**config.mk**
```make
export PLATFORM = sky130hd
export DESIGN_NAME = sab_ctrl
export DESIGN_NICKNAME = d
export VERILOG_FILES = /design/src/design/sab_pkg.sv /design/src/design/sab_ctrl.sv
export SDC_FILE = /design/constraint.sdc
export NUM_CORES = 1
export LEC_CHECK = 0
export ABC_AREA = 1
export BUFFER_PORTS_ARGS = -buffer_cell sky130_fd_sc_hd__buf_2
export CAP_MARGIN = 20
export CORE_AREA = 2 2 39 41
export DETAILED_ROUTE_END_ITERATION = 10
export DIE_AREA = 0 0 41 43
export GPL_TIMING_DRIVEN = 0
export HOLD_SLACK_MARGIN = 0.08
export SLEW_MARGIN = 20
export SYNTH_ARGS = -nofsm -noshare
export SYNTH_HDL_FRONTEND = slang
export SYNTH_SLANG_ARGS = --single-unit
```
**constraint.sdc**
```tcl
create_clock -name clk_i -period 1.1 [get_ports clk_i]
set_clock_uncertainty 0.05 [all_clocks]
set_input_delay 0.055 -clock clk_i [delete_from_list [all_inputs] [get_ports clk_i]]
set_output_delay 0.055 -clock clk_i [all_outputs]
set_load 0.05 [all_outputs]
```
**src/design/sab_pkg.sv**
```systemverilog
// sab_pkg: constants, controller states and the control/status structs
// shared by the suffix automaton builder modules; no dependencies
package sab_pkg;

  localparam int MAX_TEXT  = 4096;
  localparam int ALPHABET  = 26;
  localparam int NSTATES   = 2 * MAX_TEXT;
  localparam int IDX_W     = 13;
  localparam int SYM_W     = 5;
  localparam int LEN_W     = 13;
  localparam int POS_W     = 12;
  localparam int CNT_W     = 14;
  localparam int ROW_W     = IDX_W + SYM_W;
  localparam int ROW_DEPTH = NSTATES * (2 ** SYM_W);

  typedef enum logic [3:0] {
    ST_RINIT,
    ST_IDLE,
    ST_RDLEN,
    ST_SETLEN,
    ST_CLR,
    ST_WRD,
    ST_WCHK,
    ST_LQ,
    ST_LP,
    ST_CMP,
    ST_CLONE,
    ST_CPY,
    ST_RRD,
    ST_RCHK,
    ST_LINKQ,
    ST_FIN
  } sab_state_e;

  typedef struct packed {
    sab_state_e op;
    logic       accept;
  } sab_cmd_t;

  typedef struct packed {
    logic drop;
    logic k_last;
    logic k_end;
    logic hit;
    logic at_root;
    logic solid;
    logic match;
  } sab_stat_t;

endpackage

```
**src/design/sab_ctrl.sv**
```systemverilog
// sab_ctrl: controller state machine sequencing root clear, walk, clone and copy
// depends on sab_pkg
module sab_ctrl import sab_pkg::*; (
  input  logic      clk_i,
  input  logic      rst_ni,
  input  logic      start_i,
  input  sab_stat_t stat_i,
  output sab_cmd_t  cmd_o,
  output logic      busy_o
);

  sab_state_e state_q, state_d;

  always_ff @(posedge clk_i or negedge rst_ni) begin
    if (!rst_ni) begin
      state_q <= ST_RINIT;
    end else begin
      state_q <= state_d;
    end
  end

  always_comb begin
    state_d = state_q;
    case (state_q)
      ST_RINIT:  if (stat_i.k_last) state_d = ST_IDLE;
      ST_IDLE:   if (start_i && !stat_i.drop) state_d = ST_RDLEN;
      ST_RDLEN:  state_d = ST_SETLEN;
      ST_SETLEN: state_d = ST_CLR;
      ST_CLR:    if (stat_i.k_last) state_d = ST_WRD;
      ST_WRD:    state_d = ST_WCHK;
      ST_WCHK: begin
        if (stat_i.hit) state_d = ST_LQ;
        else if (stat_i.at_root) state_d = ST_FIN;
        else state_d = ST_WRD;
      end
      ST_LQ:     state_d = ST_LP;
      ST_LP:     state_d = ST_CMP;
      ST_CMP:    state_d = stat_i.solid ? ST_FIN : ST_CLONE;
      ST_CLONE:  state_d = ST_CPY;
      ST_CPY:    if (stat_i.k_end) state_d = ST_RRD;
      ST_RRD:    state_d = ST_RCHK;
      ST_RCHK: begin
        if (!stat_i.match || stat_i.at_root) state_d = ST_LINKQ;
        else state_d = ST_RRD;
      end
      ST_LINKQ:  state_d = ST_FIN;
      ST_FIN:    state_d = ST_IDLE;
      default:   state_d = ST_RINIT;
    endcase
  end

  always_comb begin
    cmd_o.op     = state_q;
    cmd_o.accept = (state_q == ST_IDLE) && start_i;
    busy_o       = (state_q != ST_IDLE);
  end

endmodule

```
==> results.md <==
* Wire per inst at 11.2 µm
* Clk pwr share at 7.6%
* Maximum fanout along the worst path at 4
* R2R Path Start: state_q[1]
* Sink Count at 4
* Hold Path Class: primary input to asynchronous set/reset pin
* Number of placement rows at 14
* Cell taking the most area after synthesis: dfrtp_1
* Simple-gate share of the synthesized area at 48.7%
* Slew margin rel. at 83.6%
* Clock Latency Late Sink at 0.23 ns
* Post-Syn Area per Cell at 5.98 µm²
* Top-area cell type share of the netlist area at 28.9%
* LEAKAGE at 0.340 nW
* Biggest register: state_q
* Max reg flops at 4
* DIE AREA at 0.00176 mm²
* Met3 Use GR at 1.57%
* Global-route wire length before repair at 1.87 mm
* Failing checks: negative setup slack
* Final hold viol count at 0
* Number of global-route vias before repair at 441
* VDD IR-drop max at 1.46 mV
* Core Footprint at 0.00138 mm²
* FF-to-FF End: state_q[2]
* Register bit total from synthesis at 4
* Combinational Power Share at 74.2%
* Sequential cell fraction of total power at 18.2%
* Post-synthesis compound-gate area fraction at 9.39%
* Worst Path Class, Setup: register to output port
* Startpoint types: register
* DRC violations left at 0
* Via count at 460
* Vias/cell at 4.51
* Setup crit start: state_q[2]
* CTS H-tree lvls at 1
* Period utilisation layout at 116%
* Violation count after the first detailed-route iteration at 3
* Die Height at 43 µm
* Post-synthesis sequential area ratio at 28.9%
* Required time of the critical path at 1.00 ns
* GRT overflow at 0
* Post-route insts no fill at 102
* Post-Synth Adder-Cell Area at 0%
* Wirelength, routed at 1.14 mm
* Antenna violations before repair at 0
* GR Util met1 at 19.9%
* Tot Pwr at 2.31 mW
* Area delta synth->final at 89.5%
* Pwr dens at 3520 mW/mm²
* Multiplexer share of the synthesized area at 0%
* Horiz. Die Dim at 41 µm
* Synth warn at 0
* Post-Syn Area at 347 µm²
* RSZ-0062 raised after global routing: yes
* Maximum clock path buffer count at 2
* CTS buffer count at 3
* Total net switching power at 1.21 mW
* HPWL Detailed at 687 µm
* Pin slew with the least headroom to its limit at 0.248 ns
* Pint at 1.10 mW
* Setup crit end kind: output port
* Syn Nets at 68
* Outcome: finished, violations left
* Setup crit end: cmd_o[0]
* Synth unique cells at 13
* Post-route setup slack at -0.176 ns
* Inst Count DP at 89
* Util after Layout at 47.5%
* Final Setup Violations at 7
* # diodes at 0
* Max Cap Viol at 0
* Routed Antenna Nets at 0
* Total global-route track usage at 15.6%
* GPL Wtd Cong at 0.742
* DR pass1 iterations at 4
* R2R cell count at 6
* Sw Share at 52.4%
* Clock slew at reported path FFs at 0.04 ns
* Grt peak-use layer: met2
* Buffers added on ports at 15
* Final #Nets at 98
* Slew Viols, Final at 0
* Final min period at 1.28 ns
* TritonCTS clock tree: yes
* Arrival time worst endpoint at 1.17 ns
* Pin count of the biggest net entering global routing at 7
* Post-Synthesis Cells at 58
* Largest family of logic cells by synthesized area: simple AND/OR/NAND/NOR gates
* Xor/xnor share of the synthesized area at 0%
* Share of cells above drive strength 1 at 55.8%
* Hold slack at 0.106 ns
* Root buf cell: clkbuf_4
* Global-route track usage on met2 at 25.6%
* Starting Density at 25.0%
* R2R Setup Slk at -0.15 ns
* Fmax at 784 MHz
* Top Registers: state_q: 4 flops
* Synth area leaders: dfrtp_1 (29%), nand2_1 (17%), inv_1 (8.7%)
* Ports at 16
worst min path at each step:
stage | start | end | slack, ns
floorplan | rst_ni | state_q[0] | -0.29
global placement | rst_ni | state_q[2] | -0.19
detailed placement | rst_ni | state_q[2] | -0.19
CTS | rst_ni | state_q[1] | 0.1
global route | rst_ni | state_q[1] | 0.11
finish | rst_ni | state_q[1] | 0.11
placed cells by master, fill, tap and decap left out, drive strengths merged:
cell type     n
a21oi         4
buf          24
clkbuf        3
dfrtp         4
dlygate4sd3   1
inv          12
nand2        18
nand3         5
nand4         2
nor2         11
o211ai        1
o21ai         1
cell type report:
type / count / area (µm²)
well taps: 16 / 20.0
multi-input cells: 42 / 254
fillers: 143 / 727
flip-flops and latches: 4 / 110
repair buffers: 25 / 203
inverters: 12 / 47.5
clock buffers: 3 / 22.5
cells by family (layout without fill, tap and decap cells):
logic type | Yosys count | count (layout)
compound gates | 6 | 6
simple gates | 36 | 36
flops | 4 | 4
buf+inv | 12 | 40
critical path: stages, from the launching register on:
cell and delay, ns:
dfrtp_4 0.50, nor2_4 0.14, nand2_4 0.07, nor2_4 0.07, buf_6 0.16
stage by stage:
stage          TNS [ns]  worst slack, ns  area (µm²)
4_1_cts          -0.831           -0.170         618
2_1_floorplan    -0.609           -0.240         384
5_1_grt           -1.22           -0.229         657
3_5_place_dp     -0.482           -0.140         479
6_report         -0.843           -0.176         657
3_3_place_gp     -0.470           -0.133         479
power groups by stage:
stage / combinational, mW / clock (mW) / sequential (mW)
after global placement: 1.08 / 0 / 0.477
after detailed placement: 1.08 / 0 / 0.471
after CTS: 1.54 / 0.185 / 0.396
final: 1.72 / 0.175 / 0.421
after floorplan: 0.607 / 0 / 0.702
after global routing: 1.85 / 0.200 / 0.432
layer usage:
layer | wire length (µm) | part of all wire [%] | vias to the layer above
li1 | - | - | 238
met1 | 458 | 40 | 215
met2 | 648 | 57 | 5
met3 | 11 | 0.97 | 2
met4 | 19 | 1.7 | 0
met5 | 0 | 0 | -
cell usage after synthesis (all sizes together):
| cell | count |
|---|---|
| a21oi | 4 |
| dfrtp | 4 |
| inv | 12 |
| nand2 | 18 |
| nand3 | 5 |
| nand4 | 2 |
| nor2 | 11 |
| o211ai | 1 |
| o21ai | 1 |
repair_timing:
item                                   in CTS  in global routing
resized for setup                          11                 11
hold buffers                                1                  0
setup endpoints to repair                   6                 10
pin swaps                                   4                  3
endpoints found under the hold margin       4                  0
setup buffers                               9                  0
No activity file was read; power rests on OpenSTA's default activity.
